## src/sv/rfd_pkg.sv

```systemverilog
// ----------------------------------------------------------------------------
// Response frame deframer package
// Shared widths, register indexes, the result item layout and the CRC-32 step.
// ----------------------------------------------------------------------------
package rfd_pkg;

    localparam int unsigned CFG_ADDR_W = 2;
    localparam int unsigned CFG_DATA_W = 16;

    localparam logic [7:0]  MARKER    = 8'hFB;
    localparam logic [31:0] CRC_POLY  = 32'hEDB88320;

    typedef enum logic [CFG_ADDR_W-1:0] {
        CFG_EXPECTED_PID   = 2'd0,
        CFG_EXPECTED_CID   = 2'd1,
        CFG_CHECK_DATA_CRC = 2'd2
    } t_cfg_index;

    typedef enum logic [1:0] {
        FT_COMMAND = 2'd0,
        FT_MEASURE = 2'd1,
        FT_OTHER   = 2'd2
    } t_frame_type;

    // Result item as it travels on the output tdata, lowest field last.
    typedef struct packed {
        logic        pad;
        logic [7:0]  result_code;
        logic        short_payload;
        logic        cid_mismatch;
        logic        pid_mismatch;
        logic        crc_error;
        logic        accepted;
        logic [7:0]  frame_pid;
        logic [1:0]  frame_type;
        logic [7:0]  data_byte;
    } t_result;

    localparam int unsigned RESULT_W = $bits(t_result);

    // One byte of the reflected CRC-32 with preset and final inversion folded
    // into the stored value, so a chain of calls matches a running CRC.
    function automatic logic [31:0] crc_byte(input logic [31:0] crc, input logic [7:0] b);
        logic [31:0] c;
        c = ~crc;
        c = c ^ {24'd0, b};
        for (int i = 0; i < 8; i++) begin
            c = (c >> 1) ^ (CRC_POLY & {32{c[0]}});
        end
        return ~c;
    endfunction

    function automatic t_frame_type type_code(input logic [7:0] t);
        if (t == 8'd0) begin
            return FT_COMMAND;
        end else if (t == 8'd1) begin
            return FT_MEASURE;
        end
        return FT_OTHER;
    endfunction

endpackage

```

## src/sv/response_frame_deframer_core.sv

```systemverilog
// ----------------------------------------------------------------------------
// Response frame deframer core
// Hunts for the frame marker, parses the prolog, streams payload bytes and
// reports a checked frame end with CRC, PID and CID status.
// ----------------------------------------------------------------------------
// Pipeline: the input register takes an item at the accepting edge, and the
// result register takes its result item when the output is not stalled.
// Throughput: one input item per cycle unless the output stalls; the byte-wide
// CRC-32 update and the length compare sit between input and result register.
// Reset (synchronous, active low): parser returns to marker hunt, both stages
// empty, expected PID and CID cleared, data CRC checking enabled.
module response_frame_deframer_core (
    input  logic                            i_clk,
    input  logic                            i_rst_n,
    // Configuration write port
    input  logic                            i_cfg_we,
    input  logic [rfd_pkg::CFG_ADDR_W-1:0]  i_cfg_addr,
    input  logic [rfd_pkg::CFG_DATA_W-1:0]  i_cfg_wdata,
    // Input stream
    input  logic                            s_axis_tvalid,
    output logic                            s_axis_tready,
    input  logic [7:0]                      s_axis_tdata,   // rx_byte
    input  logic                            s_axis_tuser,   // kind
    // Result stream
    output logic                            m_axis_tvalid,
    input  logic                            m_axis_tready,
    // data_byte[7:0], frame_type[9:8], frame_pid[17:10], accepted[18],
    // crc_error[19], pid_mismatch[20], cid_mismatch[21], short_payload[22],
    // result_code[30:23], zero[31]
    output logic [rfd_pkg::RESULT_W-1:0]    m_axis_tdata,
    output logic                            m_axis_tuser    // result_kind
);
    import rfd_pkg::*;

    typedef enum logic [1:0] {
        PH_HUNT,
        PH_PROLOG,
        PH_PAYLOAD,
        PH_CRC
    } t_phase;

    // Configuration
    logic [7:0]  r_expected_pid;
    logic [15:0] r_expected_cid;
    logic        r_check_data_crc;

    // Input stage
    logic        r_in_valid;
    logic        r_in_kind;
    logic [7:0]  r_in_byte;

    // Parser state
    t_phase      r_phase,          n_phase;
    logic [31:0] r_byte_counter,   n_byte_counter;
    logic [7:0]  r_held_pid,       n_held_pid;
    logic [7:0]  r_held_type,      n_held_type;
    logic [31:0] r_payload_length, n_payload_length;
    logic [31:0] r_crc,            n_crc;
    logic [15:0] r_held_cid,       n_held_cid;
    logic [7:0]  r_held_rc,        n_held_rc;
    logic [31:0] r_received_crc,   n_received_crc;

    // Result stage
    logic        r_out_valid;
    logic        r_out_kind;
    t_result     r_out_data;

    logic        out_ready;
    logic        proc;
    logic        emit;
    logic        emit_kind;
    t_result     emit_data;
    logic [31:0] cnt_inc;
    logic        crc_bad;
    logic        pm;
    logic        cm;
    logic        sp;
    logic [7:0]  rc;

    assign out_ready     = !r_out_valid || m_axis_tready;
    assign s_axis_tready = !r_in_valid || out_ready;
    assign proc          = r_in_valid && out_ready;
    assign cnt_inc       = r_byte_counter + 32'd1;

    assign m_axis_tvalid = r_out_valid;
    assign m_axis_tdata  = r_out_data;
    assign m_axis_tuser  = r_out_kind;

    always_comb begin
        n_phase          = r_phase;
        n_byte_counter   = r_byte_counter;
        n_held_pid       = r_held_pid;
        n_held_type      = r_held_type;
        n_payload_length = r_payload_length;
        n_crc            = r_crc;
        n_held_cid       = r_held_cid;
        n_held_rc        = r_held_rc;
        n_received_crc   = r_received_crc;
        emit             = 1'b0;
        emit_kind        = 1'b0;
        emit_data        = '0;
        crc_bad          = 1'b0;
        pm               = 1'b0;
        cm               = 1'b0;
        sp               = 1'b0;
        rc               = '0;

        if (r_in_kind) begin
            // Restart drops the frame in progress.
            n_phase        = PH_HUNT;
            n_byte_counter = '0;
        end else begin
            unique case (r_phase)
                PH_PROLOG: begin
                    n_crc = crc_byte(r_crc, r_in_byte);
                    if (r_byte_counter == 32'd0) begin
                        n_held_pid = r_in_byte;
                    end else if (r_byte_counter == 32'd1) begin
                        n_held_type = r_in_byte;
                    end else begin
                        n_payload_length = {r_payload_length[23:0], r_in_byte};
                    end
                    if (r_byte_counter == 32'd5) begin
                        n_byte_counter = '0;
                        n_phase = (n_payload_length == 32'd0) ? PH_CRC : PH_PAYLOAD;
                    end else begin
                        n_byte_counter = cnt_inc;
                    end
                end
                PH_PAYLOAD: begin
                    n_crc = crc_byte(r_crc, r_in_byte);
                    // Command answers keep CID and result code out of the stream.
                    if (r_held_type == 8'd0 && r_byte_counter < 32'd3) begin
                        if (r_byte_counter < 32'd2) begin
                            n_held_cid = {r_held_cid[7:0], r_in_byte};
                        end else begin
                            n_held_rc = r_in_byte;
                        end
                    end else begin
                        emit                 = 1'b1;
                        emit_data.data_byte  = r_in_byte;
                        emit_data.frame_type = type_code(r_held_type);
                        emit_data.frame_pid  = r_held_pid;
                    end
                    if (cnt_inc >= r_payload_length) begin
                        n_byte_counter = '0;
                        n_phase        = PH_CRC;
                    end else begin
                        n_byte_counter = cnt_inc;
                    end
                end
                PH_CRC: begin
                    n_received_crc = {r_received_crc[23:0], r_in_byte};
                    if (r_byte_counter == 32'd3) begin
                        crc_bad = (n_received_crc != r_crc);
                        if (r_held_type == 8'd0) begin
                            pm = (r_held_pid != r_expected_pid);
                            if (r_payload_length < 32'd3) begin
                                sp = 1'b1;
                            end else begin
                                cm = (r_held_cid != r_expected_cid);
                                rc = r_held_rc;
                            end
                            emit_data.accepted = !crc_bad && !pm && !sp && !cm
                                                 && (rc == 8'd0);
                        end else if (r_held_type == 8'd1) begin
                            emit_data.accepted = !crc_bad || !r_check_data_crc;
                        end
                        emit                    = 1'b1;
                        emit_kind               = 1'b1;
                        emit_data.frame_type    = type_code(r_held_type);
                        emit_data.frame_pid     = r_held_pid;
                        emit_data.crc_error     = crc_bad;
                        emit_data.pid_mismatch  = pm;
                        emit_data.cid_mismatch  = cm;
                        emit_data.short_payload = sp;
                        emit_data.result_code   = rc;
                        n_phase                 = PH_HUNT;
                        n_byte_counter          = '0;
                    end else begin
                        n_byte_counter = cnt_inc;
                    end
                end
                PH_HUNT: begin
                    if (r_in_byte == MARKER) begin
                        n_crc            = crc_byte(32'd0, r_in_byte);
                        n_phase          = PH_PROLOG;
                        n_byte_counter   = '0;
                        n_payload_length = '0;
                        n_held_cid       = '0;
                        n_held_rc        = '0;
                        n_received_crc   = '0;
                    end
                end
                default: begin
                    n_phase = PH_HUNT;
                end
            endcase
        end
    end

    always_ff @(posedge i_clk) begin
        if (!i_rst_n) begin
            r_expected_pid   <= '0;
            r_expected_cid   <= '0;
            r_check_data_crc <= 1'b1;
            r_in_valid       <= 1'b0;
            r_in_kind        <= 1'b0;
            r_phase          <= PH_HUNT;
            r_byte_counter   <= '0;
            r_held_pid       <= '0;
            r_held_type      <= '0;
            r_payload_length <= '0;
            r_crc            <= '0;
            r_held_cid       <= '0;
            r_held_rc        <= '0;
            r_received_crc   <= '0;
            r_out_valid      <= 1'b0;
            r_out_kind       <= 1'b0;
        end else begin
            if (i_cfg_we) begin
                unique case (i_cfg_addr)
                    CFG_EXPECTED_PID:   r_expected_pid   <= i_cfg_wdata[7:0];
                    CFG_EXPECTED_CID:   r_expected_cid   <= i_cfg_wdata;
                    CFG_CHECK_DATA_CRC: r_check_data_crc <= i_cfg_wdata[0];
                    default: begin
                    end
                endcase
            end

            if (s_axis_tready) begin
                r_in_valid <= s_axis_tvalid;
                r_in_kind  <= s_axis_tuser;
            end

            if (proc) begin
                r_phase          <= n_phase;
                r_byte_counter   <= n_byte_counter;
                r_held_pid       <= n_held_pid;
                r_held_type      <= n_held_type;
                r_payload_length <= n_payload_length;
                r_crc            <= n_crc;
                r_held_cid       <= n_held_cid;
                r_held_rc        <= n_held_rc;
                r_received_crc   <= n_received_crc;
            end

            if (out_ready) begin
                r_out_valid <= proc && emit;
                r_out_kind  <= emit_kind;
            end
        end
    end

    // Payload registers without reset.
    always_ff @(posedge i_clk) begin
        if (s_axis_tready) begin
            r_in_byte <= s_axis_tdata;
        end
        if (out_ready) begin
            r_out_data <= emit_data;
        end
    end

`ifndef ASSERT_OFF
    a_end_returns_to_hunt: assert property (@(posedge i_clk) disable iff (!i_rst_n)
        (proc && emit && emit_kind) |=> (r_phase == PH_HUNT && r_byte_counter == 32'd0))
        else $error("parser did not return to marker hunt after a frame end");

    a_payload_nonempty: assert property (@(posedge i_clk) disable iff (!i_rst_n)
        (r_phase == PH_PAYLOAD) |-> (r_payload_length != 32'd0))
        else $error("payload phase entered with zero length");

    a_data_item_clean: assert property (@(posedge i_clk) disable iff (!i_rst_n)
        (r_out_valid && !r_out_kind) |-> (!r_out_data.accepted && !r_out_data.crc_error
            && !r_out_data.pid_mismatch && !r_out_data.cid_mismatch
            && !r_out_data.short_payload && r_out_data.result_code == 8'd0))
        else $error("payload item carries frame status");

    a_other_never_accepted: assert property (@(posedge i_clk) disable iff (!i_rst_n)
        (r_out_valid && r_out_kind && r_out_data.frame_type == FT_OTHER)
            |-> !r_out_data.accepted)
        else $error("frame of unknown type was accepted");
`endif

endmodule

```

## config.mk

```make
export PLATFORM = sky130hd
export DESIGN_NAME = response_frame_deframer_core
export DESIGN_NICKNAME = d
export VERILOG_FILES = /design/src/sv/rfd_pkg.sv /design/src/sv/response_frame_deframer_core.sv
export SDC_FILE = /design/constraint.sdc
export NUM_CORES = 1
export LEC_CHECK = 0
export ABC_AREA = 1
export BUFFER_PORTS_ARGS = -buffer_cell sky130_fd_sc_hd__buf_2
export CAP_MARGIN = 10
export CORE_UTILIZATION = 55
export DETAILED_ROUTE_END_ITERATION = 10
export GPL_TIMING_DRIVEN = 0
export PLACE_DENSITY = 0.74
export SKIP_CTS_REPAIR_TIMING = 1
export SLEW_MARGIN = 20
export SYNTH_ARGS = -nofsm -noshare
export SYNTH_HDL_FRONTEND = slang
export SYNTH_SLANG_ARGS = --single-unit
export TNS_END_PERCENT = 10
```

## constraint.sdc

```tcl
create_clock -name i_clk -period 5.5 [get_ports i_clk]
set_input_delay 0.55 -clock i_clk [delete_from_list [all_inputs] [get_ports i_clk]]
set_output_delay 0.55 -clock i_clk [all_outputs]
set_load 0.02 [all_outputs]
```

==> impl_metrics.toml <==
[hold_path]
whs_path_depth = 1
worstHoldStart = "s_axis_tdata[0]"
min_to = "r_in_byte[0]$_DFFE_PP_"
worstHoldPathType = "in -> reg"

[logic_synthesis]
yosysTopAreaCellShare = 0.291
ys_ff_latch = 230
synth-compound-area-share = 0.144
yosys.area_share.adder = 0.0428
yosysMostFrequentCell = "nand2_1"
synth_top_area_cell = "dfxtp_1"
yosysUniqueCellTypes = 55
avgSynthCellArea_sq_um = 7.48
synth_xor_area_frac = 0.110
synthTopCellsByCount = "nand2_1 (315), dfxtp_1 (191), nor2_1 (188)"
synth_edf_count = 39
synthMuxAreaShare = 0
synth_cells = 1756
synthTopCellsByArea = "dfxtp_1 (29%), nand2_1 (9.0%), edfxtp_1 (8.9%), xor2_1 (7.5%), a21oi_1 (6.3%)"
ys_warn_count = 0
syn_area_sq_um = 13100
syn_nets = 1833
synth_top_family_by_area = "simple AND/OR/NAND/NOR gates"
synth-simple-area-share = 0.244
async_flop_share = 0
synth_ff_type = "dfxtp_1"
yosysSeqAreaShare = 0.380

[sta]
hold_viol_final = 0
fin_crit_ns = 4.21
rsz0062_at_grt = "no"
worst_pin_slew_ns = 0.826
clock.fmax_mhz = 238
worst_slew_margin_rel = 0.447
drv_slew = 0
setup_viol = 0
fin_crit_sh = 0.765
finClkSkew_ns = 0.0292
fin_tns_setup_ns = 0

[worst_setup_path]
crit_path_start = "r_byte_counter[3]$_SDFFE_PN0P_"
r2r_slack_ns = 1.29
reg2regPathDepth = 17
path_max_fanout = 10
critical_path.startpoint_type = "flop"
worstReg2RegStart = "r_byte_counter[3]$_SDFFE_PN0P_"
cp.arrival_ns = 4.67
r2r_end = "r_byte_counter[27]$_SDFFE_PN0P_"
required_ns = 5.96
critPathKind = "reg -> reg"
end_kind = "flop"

[clock_tree]
cts_buffers = 27
h-tree-depth = 1
clk_pin_slew_ns = 0.06
clk_latency_ns = 0.56
cts.sinks = 230
cts_tree = "yes"
clk_path_buf_depth = 3
cts_root_buffer = "clkbuf_16"

[layout]
n_fill_cell = 2106
register_area_sq_um = 4990
nets = 1927
multiInputGateArea_sq_um = 7110
fin_cells = 2191
fin_util = 0.629
areaGrowthSynthToFinish_pct = 12.4
final_layout_size_suffix_gt1_frac = 0.102

[power_and_ir_drop]
combPwrFrac = 0.110
clockPowerShare = 0.452
p_leak_uw = 0.00659
p_switching_uw = 1060
power_density_nw_per_um2 = 273
ir_drop_v = 0.000224
seqPwrFrac = 0.438
internal-power_uw = 2970
sw_frac_of_total = 0.264

[detailed_routing]
wirelength_um = 39700
drt_iter0_markers = 1054
vias_per_cell = 5.64
vias = 12300
ant_nets = 0
drcViolationCount = 0
drtPass1Iterations = 6
avgRoutedWirePerCell_um = 18.1

[floorplanning]
die_w_um = 157
io_pins = 67
die_area_sq_um = 24500
die_y_um = 157
row_count = 56
core-area_sq_um = 23500
start_util = 0.560

[grt]
grt_overflow = 0
grt_first_pass_wirelength_um = 61900
grt_start_max_net_pins = 36
grt_pass1_vias = 11500
antenna_found_initial = 1
track_usage = 0.327

[placed_design]
gp_congestion = 1.03
io_buffers = 65
dpl.hpwl_um = 29900
dp_cells = 2140

[job]
cap_violations = 0

[run_status]
status = "finished, final reports clean"
[routing by layer]
layer / GRT usage / wire length, um / part of all wire / vias to the layer above
met3: 0.0407 / 2910 / 0.073 / 110
met5: 0 / 0 / 0 / -
li1: - / - / - / 6000
met2: 0.551 / 18500 / 0.47 / 526
met1: 0.419 / 16600 / 0.42 / 5711
met4: 0.145 / 1760 / 0.044 / 0
[critical path, stage by stage, from the launching register on]
cell      delay (ns)
dfxtp_1         0.50
inv_1           0.16
nor2_1          0.15
nand4_1         0.20
nor2_2          0.24
nand4_4         0.19
nor2_4          0.18
nand4_1         0.11
xor2_1          0.36
ha_1            0.32
a21oi_1         0.15
o221ai_1        0.12
a21oi_1         0.32
nand3_1         0.13
nand2_1         0.21
clkbuf_1        0.48
nand3_1         0.16
a21oi_1         0.15
[cells in the final DEF, fill, tap and decap left out, types with 15 or more instances in the layout]
master | synthesis | routed
a211oi_1 | 22 | 22
nor4_1 | 15 | 15
buf_2 | 16 | 81
ha_1 | 45 | 45
edfxtp_1 | 39 | 39
o21ai_0 | 96 | 96
nor3_1 | 24 | 24
nand2_1 | 315 | 315
nand4_1 | 21 | 21
dfxtp_1 | 191 | 191
clkbuf_16 | 0 | 28
xnor2_1 | 37 | 37
a21oi_1 | 165 | 165
clkbuf_1 | 45 | 48
nor2_1 | 188 | 188
xor2_1 | 112 | 112
nand3_1 | 131 | 131
inv_1 | 167 | 166
[worst max-delay path by stage]
stage,endpoint,slack [ns],cells after the start
2_1_floorplan,r_byte_counter[2]$_SDFFE_PN0P_,2.42,19
3_3_place_gp,r_byte_counter[27]$_SDFFE_PN0P_,1.47,20
3_5_place_dp,r_byte_counter[26]$_SDFFE_PN0P_,1.41,18
4_1_cts,r_byte_counter[22]$_SDFFE_PN0P_,1.39,17
5_1_grt,r_byte_counter[22]$_SDFFE_PN0P_,0.84,19
6_report,r_byte_counter[27]$_SDFFE_PN0P_,1.29,17
[power by group through the flow]
stage | clock, uW | sequential (uW) | combinational [uW]
6_report | 1820 | 1760 | 442
5_1_grt | 1910 | 1760 | 477
4_1_cts | 1820 | 1760 | 432
3_5_place_dp | 0 | 1800 | 429
3_3_place_gp | 0 | 1800 | 424
2_1_floorplan | 0 | 1790 | 307
[stage by stage]
step                      instance area [sq um]  hold WS (ns)  total power, uW  setup slack [ns]
after floorplan                           13100         0.442             2100              2.42
after global placement                    13900         0.451             2220              1.47
after detailed placement                  13900         0.459             2230              1.41
after CTS                                 14800         0.161             4020              1.39
after global routing                      14800         0.163             4150             0.841
final                                     14800         0.169             4030              1.29
[cell families (layout without fill, tap and decap cells)]
logic type      after synthesis  after routing
flops                       230            230
xor+xnor                    157            157
buf+inv                     256            371
compound gates              335            335
other cells                   1              2
fa+ha+maj                    45             45
simple gates                732            732
[registers in the layout, indices dropped and copies added, names as in the netlist]
register,flops
r_byte_counter,32
r_phase,2
r_received_crc,24
r_in_kind,1
r_held_type,8
r_held_rc,8
r_check_data_crc,1
r_crc,32
r_in_byte,8
m_axis_tvalid,1
r_expected_pid,8
r_expected_cid,16
r_held_pid,8
m_axis_tuser,1
r_payload_length,32
m_axis_tdata,31
r_in_valid,1
r_held_cid,16
[final cells by class]
type | count | area share
diodes | 1 | 0.000169
clock inverters | 14 | 0.00855
plain buffers | 77 | 0.0246
clock buffers | 36 | 0.0528
well taps | 319 | 0.0270
multi-input cells | 1270 | 0.481
repair buffers | 65 | 0.0220
inverters | 179 | 0.0455
flip-flops and latches | 230 | 0.338
Power figures use the tool's default switching activity.
